[src/sv/saq_pkg.sv]
`default_nettype none
package saq_pkg;

   // table geometry
   localparam int NUM_ALARMS = 16;
   localparam int ID_W       = $clog2(NUM_ALARMS);
   localparam int LINK_W     = $clog2(NUM_ALARMS + 1);

   // fixed field widths
   localparam int IN_ID_W = 4;
   localparam int TIME_W  = 32;
   localparam int STAT_W  = 2;
   localparam int POS_W   = 5;

   // end-of-list / empty marker
   localparam logic [LINK_W-1:0] NOT_PLACED = LINK_W'(NUM_ALARMS);

   // status codes
   localparam logic [STAT_W-1:0] ST_INSERTED = 2'd0;
   localparam logic [STAT_W-1:0] ST_QUEUED   = 2'd1;
   localparam logic [STAT_W-1:0] ST_BAD_NOW  = 2'd2;
   localparam logic [STAT_W-1:0] ST_BAD_REL  = 2'd3;

   // classified request passed from front to back
   typedef struct packed {
      logic [ID_W-1:0]   id;
      logic [TIME_W-1:0] rel;
      logic [TIME_W-1:0] now;
      logic [STAT_W-1:0] err;
   } cmd_type;

endpackage
`default_nettype wire

[src/sv/saq_req_if.sv]
`default_nettype none
interface saq_req_if;
   logic                        valid;
   logic                        ready;
   logic [saq_pkg::IN_ID_W-1:0] alarm_id;
   logic [saq_pkg::TIME_W-1:0]  rel_ticks;
   logic [saq_pkg::TIME_W-1:0]  counter_now;

   modport source (output valid, alarm_id, rel_ticks, counter_now, input ready);
   modport sink   (input valid, alarm_id, rel_ticks, counter_now, output ready);
endinterface
`default_nettype wire

[src/sv/saq_rsp_if.sv]
`default_nettype none
interface saq_rsp_if;
   logic                       valid;
   logic                       ready;
   logic [saq_pkg::STAT_W-1:0] status;
   logic [saq_pkg::TIME_W-1:0] extended_now;
   logic [saq_pkg::TIME_W-1:0] due_time;
   logic [saq_pkg::POS_W-1:0]  queue_position;
   logic [saq_pkg::POS_W-1:0]  head_id;

   modport source (output valid, status, extended_now, due_time, queue_position, head_id,
                   input ready);
   modport sink   (input valid, status, extended_now, due_time, queue_position, head_id,
                   output ready);
endinterface
`default_nettype wire

[src/sv/sorted_alarm_queue_insert_core.sv]
// Sorted alarm queue insert.
// req_ch carries one insert request (alarm_id, rel_ticks, counter_now) per
// valid/ready handshake; rsp_ch returns one result per request, in order.
// csr_we/csr_wdata write max_count (reset 65535); write it only when idle.
// The front takes a request, range-checks it against max_count and queues
// it in a two-entry queue; ready is high while that queue has room.
// The back extends the running time, writes the due time and walks the
// linked queue one entry per cycle through the registered table read port.
// A rejected request is answered from the idle state; an accepted one
// passes the delta, extend and due states, answered there if the queue
// was empty, else from the head state as new head, else from the link
// state after walking to position p (1 to NUM_ALARMS - 1). One request at
// a time; the back takes the next in the cycle its result leaves.
// A stalled rsp_ch holds its result; the back waits and the front keeps
// taking requests until its queue is full.
// Synchronous reset empties the alarm queue, zeroes the running time and
// restores max_count; no clearing pass is needed.
`default_nettype none
module sorted_alarm_queue_insert_core (
   input  wire logic                       clock,
   input  wire logic                       reset,
   saq_req_if.sink                         req_ch,
   saq_rsp_if.source                       rsp_ch,
   input  wire logic                       csr_we,
   input  wire logic [saq_pkg::TIME_W-1:0] csr_wdata
);

   logic [saq_pkg::TIME_W-1:0] max_count_ff, max_count_in;
   saq_pkg::cmd_type           cmd;
   logic                       cmd_valid;
   logic                       cmd_pop;

   // configuration register
   assign max_count_in = csr_we ? csr_wdata : max_count_ff;

   always_ff @(posedge clock) begin
      if (reset) begin
         max_count_ff <= saq_pkg::TIME_W'(65535);
      end else begin
         max_count_ff <= max_count_in;
      end
   end

   saq_front u_front (
      .clock     (clock),
      .reset     (reset),
      .max_count (max_count_ff),
      .req       (req_ch),
      .cmd       (cmd),
      .cmd_valid (cmd_valid),
      .cmd_pop   (cmd_pop)
   );

   saq_back u_back (
      .clock     (clock),
      .reset     (reset),
      .max_count (max_count_ff),
      .cmd       (cmd),
      .cmd_valid (cmd_valid),
      .cmd_pop   (cmd_pop),
      .rsp       (rsp_ch)
   );

endmodule
`default_nettype wire

[src/sv/saq_front.sv]
`default_nettype none
module saq_front (
   input  wire logic                       clock,
   input  wire logic                       reset,
   input  wire logic [saq_pkg::TIME_W-1:0] max_count,
   saq_req_if.sink                         req,
   output saq_pkg::cmd_type                cmd,
   output logic                            cmd_valid,
   input  wire logic                       cmd_pop
);

   localparam int DEPTH = 2;

   saq_pkg::cmd_type       entry_in;
   saq_pkg::cmd_type       slot_ff [DEPTH];
   logic                   wr_ptr_ff, wr_ptr_in;
   logic                   rd_ptr_ff, rd_ptr_in;
   logic [1:0]             count_ff, count_in;
   logic                   push;

   assign req.ready = (count_ff < 2'(DEPTH));
   assign push      = req.valid && req.ready;
   assign cmd_valid = (count_ff != 2'd0);
   assign cmd       = slot_ff[rd_ptr_ff];

   // range checks; the reading is checked first
   always_comb begin
      entry_in.id  = saq_pkg::ID_W'(req.alarm_id % saq_pkg::NUM_ALARMS);
      entry_in.rel = req.rel_ticks;
      entry_in.now = req.counter_now;
      if (req.counter_now > max_count) begin
         entry_in.err = saq_pkg::ST_BAD_NOW;
      end else if (req.rel_ticks > max_count) begin
         entry_in.err = saq_pkg::ST_BAD_REL;
      end else begin
         entry_in.err = saq_pkg::ST_INSERTED;
      end
   end

   // queue pointers
   always_comb begin
      wr_ptr_in = push ? ~wr_ptr_ff : wr_ptr_ff;
      rd_ptr_in = cmd_pop ? ~rd_ptr_ff : rd_ptr_ff;
      count_in  = count_ff + 2'(push) - 2'(cmd_pop);
   end

   always_ff @(posedge clock) begin
      if (reset) begin
         wr_ptr_ff <= 1'b0;
         rd_ptr_ff <= 1'b0;
         count_ff  <= 2'd0;
      end else begin
         wr_ptr_ff <= wr_ptr_in;
         rd_ptr_ff <= rd_ptr_in;
         count_ff  <= count_in;
      end
   end

   // queue storage
   always_ff @(posedge clock) begin
      if (push) begin
         slot_ff[wr_ptr_ff] <= entry_in;
      end
   end

endmodule
`default_nettype wire

[src/sv/saq_back.sv]
`default_nettype none
module saq_back (
   input  wire logic                       clock,
   input  wire logic                       reset,
   input  wire logic [saq_pkg::TIME_W-1:0] max_count,
   input  wire saq_pkg::cmd_type           cmd,
   input  wire logic                       cmd_valid,
   output logic                            cmd_pop,
   saq_rsp_if.source                       rsp
);

   localparam int ID_W   = saq_pkg::ID_W;
   localparam int LINK_W = saq_pkg::LINK_W;
   localparam int TW     = saq_pkg::TIME_W;
   localparam int NA     = saq_pkg::NUM_ALARMS;

   localparam logic [2:0] S_IDLE  = 3'd0;
   localparam logic [2:0] S_DELTA = 3'd1;
   localparam logic [2:0] S_EXT   = 3'd2;
   localparam logic [2:0] S_DUE   = 3'd3;
   localparam logic [2:0] S_HEAD  = 3'd4;
   localparam logic [2:0] S_WALK  = 3'd5;
   localparam logic [2:0] S_LINK  = 3'd6;

   // wrap-aware: a strictly before b
   function automatic logic is_before(input logic [TW-1:0] a, input logic [TW-1:0] b);
      logic [TW-1:0] d;
      d = a - b;
      return d[TW-1];
   endfunction

   logic [2:0]        state_ff, state_in;
   logic [ID_W-1:0]   id_ff, id_in;
   logic [TW-1:0]     rel_ff, rel_in;
   logic [TW-1:0]     now_ff, now_in;
   logic [TW-1:0]     delta_ff, delta_in;
   logic [TW-1:0]     due_ff, due_in;
   logic [TW-1:0]     ext_ff, ext_in;
   logic [TW-1:0]     last_ff, last_in;
   logic [LINK_W-1:0] head_ff, head_in;
   logic [NA-1:0]     in_queue_ff, in_queue_in;
   logic [ID_W-1:0]   prior_ff, prior_in;
   logic [LINK_W-1:0] cur_ff, cur_in;
   logic [LINK_W-1:0] pos_ff, pos_in;
   logic [LINK_W-1:0] guard_ff, guard_in;

   logic                       rsp_valid_ff, rsp_valid_in;
   logic [saq_pkg::STAT_W-1:0] rsp_status_ff, rsp_status_in;
   logic [TW-1:0]              rsp_ext_ff, rsp_ext_in;
   logic [TW-1:0]              rsp_due_ff, rsp_due_in;
   logic [saq_pkg::POS_W-1:0]  rsp_pos_ff, rsp_pos_in;
   logic [saq_pkg::POS_W-1:0]  rsp_head_ff, rsp_head_in;

   // link and due tables
   logic [TW-1:0]     due_mem  [NA];
   logic [LINK_W-1:0] next_mem [NA];
   logic [TW-1:0]     rd_due_ff;
   logic [LINK_W-1:0] rd_next_ff;
   logic [ID_W-1:0]   rd_addr;
   logic              due_we;
   logic              next_we;
   logic [ID_W-1:0]   next_wa;
   logic [LINK_W-1:0] next_wd;

   logic              out_free;
   logic [TW-1:0]     due_sum;
   logic              walk_end;

   assign out_free  = !rsp_valid_ff || rsp.ready;
   assign due_sum   = ext_ff + rel_ff;
   assign walk_end  = (cur_ff >= LINK_W'(NA)) || (guard_ff >= LINK_W'(NA)) ||
                      is_before(due_ff, rd_due_ff);

   assign rsp.valid          = rsp_valid_ff;
   assign rsp.status         = rsp_status_ff;
   assign rsp.extended_now   = rsp_ext_ff;
   assign rsp.due_time       = rsp_due_ff;
   assign rsp.queue_position = rsp_pos_ff;
   assign rsp.head_id        = rsp_head_ff;

   // sequencer
   always_comb begin
      state_in     = state_ff;
      id_in        = id_ff;
      rel_in       = rel_ff;
      now_in       = now_ff;
      delta_in     = delta_ff;
      due_in       = due_ff;
      ext_in       = ext_ff;
      last_in      = last_ff;
      head_in      = head_ff;
      in_queue_in  = in_queue_ff;
      prior_in     = prior_ff;
      cur_in       = cur_ff;
      pos_in       = pos_ff;
      guard_in     = guard_ff;
      rsp_valid_in = rsp_valid_ff && !rsp.ready;
      rsp_status_in = rsp_status_ff;
      rsp_ext_in   = rsp_ext_ff;
      rsp_due_in   = rsp_due_ff;
      rsp_pos_in   = rsp_pos_ff;
      rsp_head_in  = rsp_head_ff;
      cmd_pop      = 1'b0;
      rd_addr      = '0;
      due_we       = 1'b0;
      next_we      = 1'b0;
      next_wa      = id_ff;
      next_wd      = saq_pkg::NOT_PLACED;

      unique case (state_ff)
         S_IDLE: begin
            if (cmd_valid && out_free) begin
               cmd_pop = 1'b1;
               id_in   = cmd.id;
               rel_in  = cmd.rel;
               now_in  = cmd.now;
               if (cmd.err != saq_pkg::ST_INSERTED || in_queue_ff[cmd.id]) begin
                  // rejected request: nothing changes
                  rsp_valid_in  = 1'b1;
                  rsp_status_in = (cmd.err != saq_pkg::ST_INSERTED) ? cmd.err
                                                                    : saq_pkg::ST_QUEUED;
                  rsp_ext_in    = ext_ff;
                  rsp_due_in    = '0;
                  rsp_pos_in    = saq_pkg::POS_W'(saq_pkg::NOT_PLACED);
                  rsp_head_in   = saq_pkg::POS_W'(head_ff);
               end else begin
                  state_in = S_DELTA;
               end
            end
         end
         S_DELTA: begin
            // elapsed ticks, wrapping at max_count
            if (now_ff < last_ff) begin
               delta_in = (max_count - last_ff) + now_ff + TW'(1);
            end else begin
               delta_in = now_ff - last_ff;
            end
            state_in = S_EXT;
         end
         S_EXT: begin
            ext_in   = ext_ff + delta_ff;
            last_in  = now_ff;
            state_in = S_DUE;
         end
         S_DUE: begin
            due_in             = due_sum;
            due_we             = 1'b1;
            in_queue_in[id_ff] = 1'b1;
            rd_addr            = head_ff[ID_W-1:0];
            if (head_ff >= LINK_W'(NA)) begin
               // empty queue: becomes the head
               next_we       = 1'b1;
               next_wd       = saq_pkg::NOT_PLACED;
               head_in       = LINK_W'(id_ff);
               rsp_valid_in  = 1'b1;
               rsp_status_in = saq_pkg::ST_INSERTED;
               rsp_ext_in    = ext_ff;
               rsp_due_in    = due_sum;
               rsp_pos_in    = '0;
               rsp_head_in   = saq_pkg::POS_W'(id_ff);
               state_in      = S_IDLE;
            end else begin
               state_in = S_HEAD;
            end
         end
         S_HEAD: begin
            if (is_before(due_ff, rd_due_ff)) begin
               // new head
               next_we       = 1'b1;
               next_wd       = head_ff;
               head_in       = LINK_W'(id_ff);
               rsp_valid_in  = 1'b1;
               rsp_status_in = saq_pkg::ST_INSERTED;
               rsp_ext_in    = ext_ff;
               rsp_due_in    = due_ff;
               rsp_pos_in    = '0;
               rsp_head_in   = saq_pkg::POS_W'(id_ff);
               state_in      = S_IDLE;
            end else begin
               prior_in = head_ff[ID_W-1:0];
               cur_in   = rd_next_ff;
               pos_in   = LINK_W'(1);
               guard_in = '0;
               rd_addr  = rd_next_ff[ID_W-1:0];
               state_in = S_WALK;
            end
         end
         S_WALK: begin
            // one queued entry per cycle; ties walk past
            if (walk_end) begin
               next_we  = 1'b1;
               next_wa  = prior_ff;
               next_wd  = LINK_W'(id_ff);
               state_in = S_LINK;
            end else begin
               prior_in = cur_ff[ID_W-1:0];
               cur_in   = rd_next_ff;
               pos_in   = pos_ff + LINK_W'(1);
               guard_in = guard_ff + LINK_W'(1);
               rd_addr  = rd_next_ff[ID_W-1:0];
            end
         end
         S_LINK: begin
            next_we       = 1'b1;
            next_wa       = id_ff;
            next_wd       = (cur_ff >= LINK_W'(NA)) ? saq_pkg::NOT_PLACED : cur_ff;
            rsp_valid_in  = 1'b1;
            rsp_status_in = saq_pkg::ST_INSERTED;
            rsp_ext_in    = ext_ff;
            rsp_due_in    = due_ff;
            rsp_pos_in    = saq_pkg::POS_W'(pos_ff);
            rsp_head_in   = saq_pkg::POS_W'(head_ff);
            state_in      = S_IDLE;
         end
         default: begin
            state_in = S_IDLE;
         end
      endcase
   end

   // control state
   always_ff @(posedge clock) begin
      if (reset) begin
         state_ff     <= S_IDLE;
         ext_ff       <= '0;
         last_ff      <= '0;
         head_ff      <= saq_pkg::NOT_PLACED;
         in_queue_ff  <= '0;
         rsp_valid_ff <= 1'b0;
      end else begin
         state_ff     <= state_in;
         ext_ff       <= ext_in;
         last_ff      <= last_in;
         head_ff      <= head_in;
         in_queue_ff  <= in_queue_in;
         rsp_valid_ff <= rsp_valid_in;
      end
   end

   // working and result payload
   always_ff @(posedge clock) begin
      id_ff         <= id_in;
      rel_ff        <= rel_in;
      now_ff        <= now_in;
      delta_ff      <= delta_in;
      due_ff        <= due_in;
      prior_ff      <= prior_in;
      cur_ff        <= cur_in;
      pos_ff        <= pos_in;
      guard_ff      <= guard_in;
      rsp_status_ff <= rsp_status_in;
      rsp_ext_ff    <= rsp_ext_in;
      rsp_due_ff    <= rsp_due_in;
      rsp_pos_ff    <= rsp_pos_in;
      rsp_head_ff   <= rsp_head_in;
   end

   // tables: one write each, registered read
   always_ff @(posedge clock) begin
      if (due_we) begin
         due_mem[id_ff] <= due_sum;
      end
      if (next_we) begin
         next_mem[next_wa] <= next_wd;
      end
      rd_due_ff  <= due_mem[rd_addr];
      rd_next_ff <= next_mem[rd_addr];
   end

endmodule
`default_nettype wire

[src/flat_wrapper.sv]
// flat-port wrapper written by rule: the top's interface ports become plain ports
module sorted_alarm_queue_insert_core_flat 
  (clock, reset, csr_we, csr_wdata, req_ch_valid, req_ch_alarm_id, req_ch_rel_ticks, req_ch_counter_now, req_ch_ready, rsp_ch_valid, rsp_ch_status, rsp_ch_extended_now, rsp_ch_due_time, rsp_ch_queue_position, rsp_ch_head_id, rsp_ch_ready);
  saq_req_if req_ch_i ();
  saq_rsp_if rsp_ch_i ();
  input  wire logic clock;
  input  wire logic reset;
  input  wire logic csr_we;
  input  wire logic [saq_pkg::TIME_W-1:0] csr_wdata;
  input wire logic [$bits(req_ch_i.valid)-1:0] req_ch_valid;
  input wire logic [$bits(req_ch_i.alarm_id)-1:0] req_ch_alarm_id;
  input wire logic [$bits(req_ch_i.rel_ticks)-1:0] req_ch_rel_ticks;
  input wire logic [$bits(req_ch_i.counter_now)-1:0] req_ch_counter_now;
  output wire logic [$bits(req_ch_i.ready)-1:0] req_ch_ready;
  output wire logic [$bits(rsp_ch_i.valid)-1:0] rsp_ch_valid;
  output wire logic [$bits(rsp_ch_i.status)-1:0] rsp_ch_status;
  output wire logic [$bits(rsp_ch_i.extended_now)-1:0] rsp_ch_extended_now;
  output wire logic [$bits(rsp_ch_i.due_time)-1:0] rsp_ch_due_time;
  output wire logic [$bits(rsp_ch_i.queue_position)-1:0] rsp_ch_queue_position;
  output wire logic [$bits(rsp_ch_i.head_id)-1:0] rsp_ch_head_id;
  input wire logic [$bits(rsp_ch_i.ready)-1:0] rsp_ch_ready;
  assign req_ch_i.valid = req_ch_valid;
  assign req_ch_i.alarm_id = req_ch_alarm_id;
  assign req_ch_i.rel_ticks = req_ch_rel_ticks;
  assign req_ch_i.counter_now = req_ch_counter_now;
  assign req_ch_ready = req_ch_i.ready;
  assign rsp_ch_valid = rsp_ch_i.valid;
  assign rsp_ch_status = rsp_ch_i.status;
  assign rsp_ch_extended_now = rsp_ch_i.extended_now;
  assign rsp_ch_due_time = rsp_ch_i.due_time;
  assign rsp_ch_queue_position = rsp_ch_i.queue_position;
  assign rsp_ch_head_id = rsp_ch_i.head_id;
  assign rsp_ch_i.ready = rsp_ch_ready;
  sorted_alarm_queue_insert_core u_core (.clock(clock), .reset(reset), .req_ch(req_ch_i), .rsp_ch(rsp_ch_i), .csr_we(csr_we), .csr_wdata(csr_wdata));
endmodule
[config.mk]
export PLATFORM = sky130hd
export DESIGN_NAME = sorted_alarm_queue_insert_core_flat
export DESIGN_NICKNAME = d
export VERILOG_FILES = /design/src/sv/saq_pkg.sv /design/src/sv/saq_req_if.sv /design/src/sv/saq_rsp_if.sv /design/src/sv/sorted_alarm_queue_insert_core.sv /design/src/sv/saq_front.sv /design/src/sv/saq_back.sv /design/src/flat_wrapper.sv
export SDC_FILE = /design/constraint.sdc
export NUM_CORES = 2
export LEC_CHECK = 0
export BUFFER_PORTS_ARGS = -buffer_cell sky130_fd_sc_hd__clkbuf_2
export CAP_MARGIN = 20
export CORE_ASPECT_RATIO = 1.1
export CORE_MARGIN = 3
export CORE_UTILIZATION = 60
export DETAILED_ROUTE_END_ITERATION = 8
export PLACE_DENSITY_LB_ADDON = 0.3
export SETUP_SLACK_MARGIN = 0.15
export SYNTH_ARGS = -nofsm -noshare
export SYNTH_HDL_FRONTEND = slang
export SYNTH_SLANG_ARGS = --single-unit
[constraint.sdc]
create_clock -name clock -period 20.6 [get_ports clock]
set_input_delay 3.09 -clock clock [delete_from_list [all_inputs] [get_ports clock]]
set_output_delay 3.09 -clock clock [all_outputs]
set_load 0.005 [all_outputs]
## Yosys cells after proc, flatten, opt, wreduce, memory -nomap -nowiden

Memory sizes are Yosys's and may differ from the RTL's. A register that Yosys moved wholly into a read port is not among the register bits.
Cells that the tools add are included.

- Output and inout port bits: 78
- Bits in registers: 352
- Bits in writable memories: 732
- Logic and storage cells: 167
- Memories: 3
- Input port bits: 105

Memories:

| name | depth | width | rd ports | clocked after memory_dff | write ports | RTL line | RTL |
|---|---|---|---|---|---|---|---|
| u_core.u_back.due_mem | 16 | 32 | 1 | 1 | 1 | saq_back.sv:55 | `logic [TW-1:0] due_mem [NA];` |
| u_core.u_front.slot_ff | 2 | 70 | 1 | 1 | 1 | saq_front.sv:15 | `saq_pkg::cmd_type slot_ff [DEPTH];` |
| u_core.u_back.next_mem | 16 | 5 | 1 | 1 | 1 | saq_back.sv:56 | `logic [LINK_W-1:0] next_mem [NA];` |

- $add $sub $neg: 11
- Bitwise logic cells: 3
- $lt $le $gt $ge: 10
- Reduce and logical (&&, ||, !) cells: 21
- Eq/ne operators: 14
- Mux-type cells: 81

Operator list:

| cell | count |
|---|---|
| $mux W32 | 9 |
| $pmux W32 S4 | 2 |
| $add A32 B32 Y32 | 3 |
| $sub A32 B32 Y32 | 3 |
| $mux W5 | 17 |
| $gt A32 B32 Y1 | 2 |
| $pmux W5 S2 | 4 |
| $pmux W5 S4 | 2 |
| $add A32 B1 Y32 const B | 1 |
| $lt A32 B32 Y1 | 1 |
| $mux W4 | 6 |
| $mux W1 | 20 |
| $pmux W3 S6 | 1 |
| $ne A2 B2 Y1 const B | 8 |
| $or A16 B16 Y16 | 1 |
| $ge A5 B5 Y1 const B | 3 |
| $mux W3 | 5 |
| $pmux W5 S3 | 1 |
| $mux W2 | 7 |
| $pmux W4 S3 | 1 |
| $add A5 B1 Y5 const B | 2 |
| $lt A4 B5 Y1 const B | 2 |
| $eq A3 B3 Y1 const B | 3 |
| $reduce_and A3 Y1 | 3 |
| 20 further kinds | 33 |

## Depth between registers and ports, before layout

- Depth after elaboration: 7
- Depth in mapped cells: 16
- Depth with buffers taken out: 15

## Hierarchy

Synthesis repeated with hierarchy kept, for this count alone.

- Cell total of the unflattened synthesis: 3870
- Area, all modules: 51316.7 µm²

By module, submodules not included:

| module | instances | area an instance (µm²) | sequential area each (µm²) | cells an instance |
|---|---|---|---|---|
| saq_back | 1 | 43356.6 | 27116.0 | 3323 |
| saq_front | 1 | 6782.8 | 4304.1 | 443 |
| sorted_alarm_queue_insert_core | 1 | 1177.4 | 640.6 | 104 |

## Least setup slack after synthesis

Ideal clock, no wire load.

- Path kind: input to register
- Start point: input rsp_ch_ready
- End point: register u_core.u_back.rsp_due_ff[0] (netlist: u_core.u_back.rsp.due_time[0]) (enable)
- Setup time: 632 ps
- Path slack: 3935 ps
- Arrival time: 16033 ps
- Stages: 5
- Buffers on the path: 0
- Cell sequence: nand2b_1 -> o21ai_0 -> nor4_1 -> a21oi_1 -> a221oi_1

- Word-level cells in the longest chain between the ends: 4

Ends and longest elaborated chain:

| item | RTL line | RTL |
|---|---|---|
| start, declared | flat_wrapper.sv:21 | `input wire logic [$bits(rsp_ch_i.ready)-1:0] rsp_ch_ready;` |
| $logic_or A1 B1 Y1 | saq_back.sv:69 | `assign out_free = !rsp_valid_ff \|\| rsp.ready;` |
| $logic_and A1 B1 Y1 | saq_back.sv:112 | `if (cmd_valid && out_free) begin` |
| $ne A2 B2 Y1 (no line) | -- |  |
| $reduce_and A5 Y1 (no line) | -- |  |
| end signal, assigned | saq_back.sv:253 | `rsp_due_ff <= rsp_due_in;` |
| end, declared | saq_back.sv:50 | `logic [TW-1:0] rsp_due_ff, rsp_due_in;` |

Every way passes these cells.
A chain may end at the register's enable or synchronous reset.

## Worst setup path in the final report

- Start point: register u_core.u_back.due_ff[30]
- End point: register u_core.u_back.rd_due_ff[12], read port of u_core.u_back.due_mem

- Word-level cells in the longest chain between the ends: 4

Ends and longest elaborated chain:

| item | RTL line | RTL |
|---|---|---|
| start, declared | saq_back.sv:37 | `logic [TW-1:0] due_ff, due_in;` |
| start signal, assigned | saq_back.sv:246 | `due_ff <= due_in;` |
| $sub A32 B32 Y32 * | saq_back.sv:28 | `d = a - b;` |
| $logic_or A1 B1 Y1 | saq_back.sv:71 | `assign walk_end = (cur_ff >= LINK_W'(NA)) \|\| (guard_ff >= LINK_W'(NA)) \|\|` |
| $mux W4 | saq_back.sv:190 | `if (walk_end) begin` |
| $pmux W4 S3 * | saq_back.sv:110 | `unique case (state_ff)` |
| end, declared | saq_back.sv:57 | `logic [TW-1:0] rd_due_ff;` |

Mark *: on every way between the ends. The rest lies on a longest branch, timed or not.

==> key figures <==
Status
  – Status: completed

Drt
  – DR vias: 30900
  – # DRC: 0
  – DR vias/cell: 6.12
  – Initial DRC Count: 2988
  – WL/cell: 23.1 µm
  – Drt first pass iters: 6
  – Detail Route Antenna Nets: 0
  – Overall routed net length: 117000 µm

Timing
  – Final worst path period share: 35.7%
  – Fin Setup TNS: 0 ns
  – Final Hold Vio Count: 0
  – Final slew viol count: 0
  – RSZ-0062 raised after global routing: false
  – Worst slew margin: 28.3%
  – Clock Skew: 0.0274 ns
  – Minimum clock period: 7.36 ns
  – Fmax: 136 MHz
  – # setup viols final: 0
  – Worst slew pin tran: 1.08 ns

Die
  – Io pins: 183
  – CORE AREA: 0.0824 mm²
  – Die H: 310 µm
  – Initial Util: 61.0%
  – Die W: 282 µm
  – Num rows: 110
  – Die footprint: 0.0873 mm²

Worst setup path
  – WP buf/inv: 3
  – CP delay by family, top: buffers and inverters
  – Worst Path Arrival: 7.92 ns
  – Most frequent cell on the critical path: buf_4
  – Critical path startpoint category: flop
  – Reg2reg start: u_core.u_back.due_ff[30]
  – Setup CP Type: reg2reg
  – CP max FO: 129
  – CP Cell Sequence: ha_1 > nand4_1 > or3_1 > or2_0 > nor2_1 > o221ai_1 > nor3b_4 > xnor2_4 > a41o_4 > buf_12 > buf_4 > buf_4 > mux2i_1 > o22ai_1 > or4_1
  – Crit path max-delay cell type: buf_4
  – Reg2Reg Setup Slack: 13.24 ns
  – Crit path from: u_core.u_back.due_ff[30]
  – Worst path required time: 21.16 ns
  – Worst Setup End Kind: flop
  – Largest stage delay on the critical path: 0.93 ns

Synthesis
  – Synth area leaders: edfxtp_1 57%, mux2i_1 6.7%, dfxtp_1 6.5%, ha_1 5.6%, a21oi_1 1.9%
  – Mux share of post-synthesis cell area: 8.39%
  – Distinct cell type count after synthesis: 80
  – Area leader, netlist: edfxtp_1
  – Most frequent cell after synthesis: edfxtp_1
  – Post-Synth Adder-Cell Area: 6.95%
  – Top-area cell type share of the netlist area: 57.3%
  – Synth Area in XOR/XNOR: 2.09%
  – Main combinational cell family by area after synthesis: compound AO/OA/AOI/OAI gates
  – Synth Net Count: 4026
  – Mapped Avg Cell Area: 13.7 µm²
  – Post-Synthesis Cells: 3662
  – Synth Area in Compound Gates: 9.47%
  – Post-Synth Simple-Gate Area: 6.24%
  – Post-synth EDFFs: 959
  – Most instantiated cells after synthesis: 959 x edfxtp_1, 335 x mux2i_1, 230 x inv_1
  – Cell Area, Synth: 0.0503 mm²
  – Yosys reg bits: 1122
  – Top_reg_cell synth: edfxtp_1
  – Seq/Total Area, Yosys: 63.7%
  – Yosys Warn Count: 0
  – Fraction of registers with async set/reset: 0%

Clocking
  – Max H-tree Level: 3
  – CTS tree: built
  – Inserted Clock Buffers: 107
  – Clk sink count: 1122
  – Clock tree buffer depth: 3
  – Latest clock arrival within the worst-skew pair: 0.69 ns
  – Post-CTS setup repair buffer count: 0
  – Resized cells post-CTS: 0
  – Hold-fix buffers, CTS: 0
  – CTS clk-pin slew, worst paths: 0.06 ns
  – Clock root cell: clkbuf_16

Min path
  – Hold Path Class: reg2reg
  – Startpoint of the worst hold path: u_core.u_back.rd_next_ff[4]

Finish
  – Fraction of layout instances using a drive strength above 1: 13.7%
  – Layout Nets: 4259
  – Ant diodes: 0
  – Util after Layout: 68.1%
  – Layout filler cell count: 5625
  – Synth-to-Final Area Change: 11.7%

Power
  – Max VDD drop: 79.2 µV
  – Leakage: 20.3 nW
  – PwrDens: 112 mW/mm²

Placed design
  – IO buf count: 182
  – GPL Wtd Cong: 0.894
  – DPL Wire Length: 73300 µm

Global route
  – Pin count of the biggest net entering global routing: 130
  – Grt total ovfl: 0
  – First-pass GRT wire length: 177000 µm
  – Total track usage: 26.8%
  – Via count of the first global-routing pass: 30900
  – Initial antenna violation count: 0

Flow run
  – Max-Cap Viols: 0
power by group:
part,switching [mW],total (mW),leakage (nW),internal (mW)
registers,0.0886,2.92,10.0,2.84
clock network,0.854,1.98,1.75,1.13
logic,0.861,1.39,8.49,0.530
layout make-up:
cell class / instances / area [µm²] / area share (%)
multi-input combinational: 2179 / 16900 / 30.0
sequential: 1122 / 32100 / 57.1
inverter: 232 / 872 / 1.55
clock inverter: 59 / 607 / 1.08
clock buffer: 143 / 2960 / 5.26
timing repair buffer: 253 / 1470 / 2.62
tap: 1064 / 1330 / 2.37
path summary, 6_finish.rpt:
check	endpoint	cells after the start
setup / recovery	u_core.u_back.rd_due_ff[12]	15
hold / removal	u_core.u_back.cur_ff[4]	0
setup reg to reg	u_core.u_back.rd_due_ff[12]	15
hold reg to reg	u_core.u_back.cur_ff[4]	0
flip-flops by register name, indices dropped and copies added, names as in the netlist, 3 cells and up, named ones only:
signal / count
u_core.u_back.prior_ff: 4
u_core.u_back.pos_ff: 5
u_core.u_back.rsp.head_id: 5
u_core.u_back.rsp.extended_now: 32
u_core.u_back.state_ff: 3
u_core.u_back.guard_ff: 5
u_core.u_back.rel_ff: 32
u_core.u_back.rsp.due_time: 32
u_core.u_back.head_ff: 5
u_core.u_back.last_ff: 32
u_core.max_count_ff: 32
u_core.u_back.id_ff: 4
u_core.u_back.delta_ff: 32
u_core.u_back.next_mem: 80
u_core.u_back.due_mem: 512
u_core.u_back.in_queue_ff: 16
u_core.u_front.slot_ff: 140
u_core.u_back.rd_due_ff: 32
u_core.u_back.now_ff: 32
u_core.u_back.cur_ff: 5
u_core.u_back.rd_next_ff: 5
u_core.u_back.due_ff: 32
u_core.u_back.ext_ff: 32
u_core.u_back.rsp.queue_position: 5
metal layers:
layer	GRT usage [%]	part of all wire, %
met3	3.06	6.6
met2	47.2	51
met5	0	0
met4	10.2	3.5
met1	34.3	39
cells in the final DEF (no fill, tap or decap), drive strengths merged, types with 34 or more instances in the layout:
cell	n
xnor2	74
edfxtp	959
xor2	44
buf	72
nor2	185
or4	38
a21o	80
mux2	75
dfxtp	163
ha	225
inv	236
nor3	44
o22ai	151
nand2	205
o21a	40
a21oi	195
clkinv	41
o21ai	86
fa	34
clkbuf	324
mux2i	335
through the flow:
step	power, mW	setup WS, ns	hold WS, ns	cells	area [µm²]
global placement	4.31	13.47	0.428	4844	52500
finish	6.30	13.24	0.436	5052	56200
floorplan	3.93	3.93	0.386	3662	50300
CTS	6.31	13.27	0.426	5049	56100
global route	6.58	12.92	0.439	5052	56200
detailed placement	4.35	13.34	0.389	4847	52600
cells by family (layout without fill, tap and decap cells):
family	count (synthesis)	count (layout)
AOI/OAI and AO/OA	734	734
buffers and inverters	361	687
xor gates and xnor gates	118	118
and+or+nand+nor	657	657
muxes	411	411
DFF	1122	1122
adders and majority gates	259	259
No activity file was read; power rests on OpenSTA's default activity.
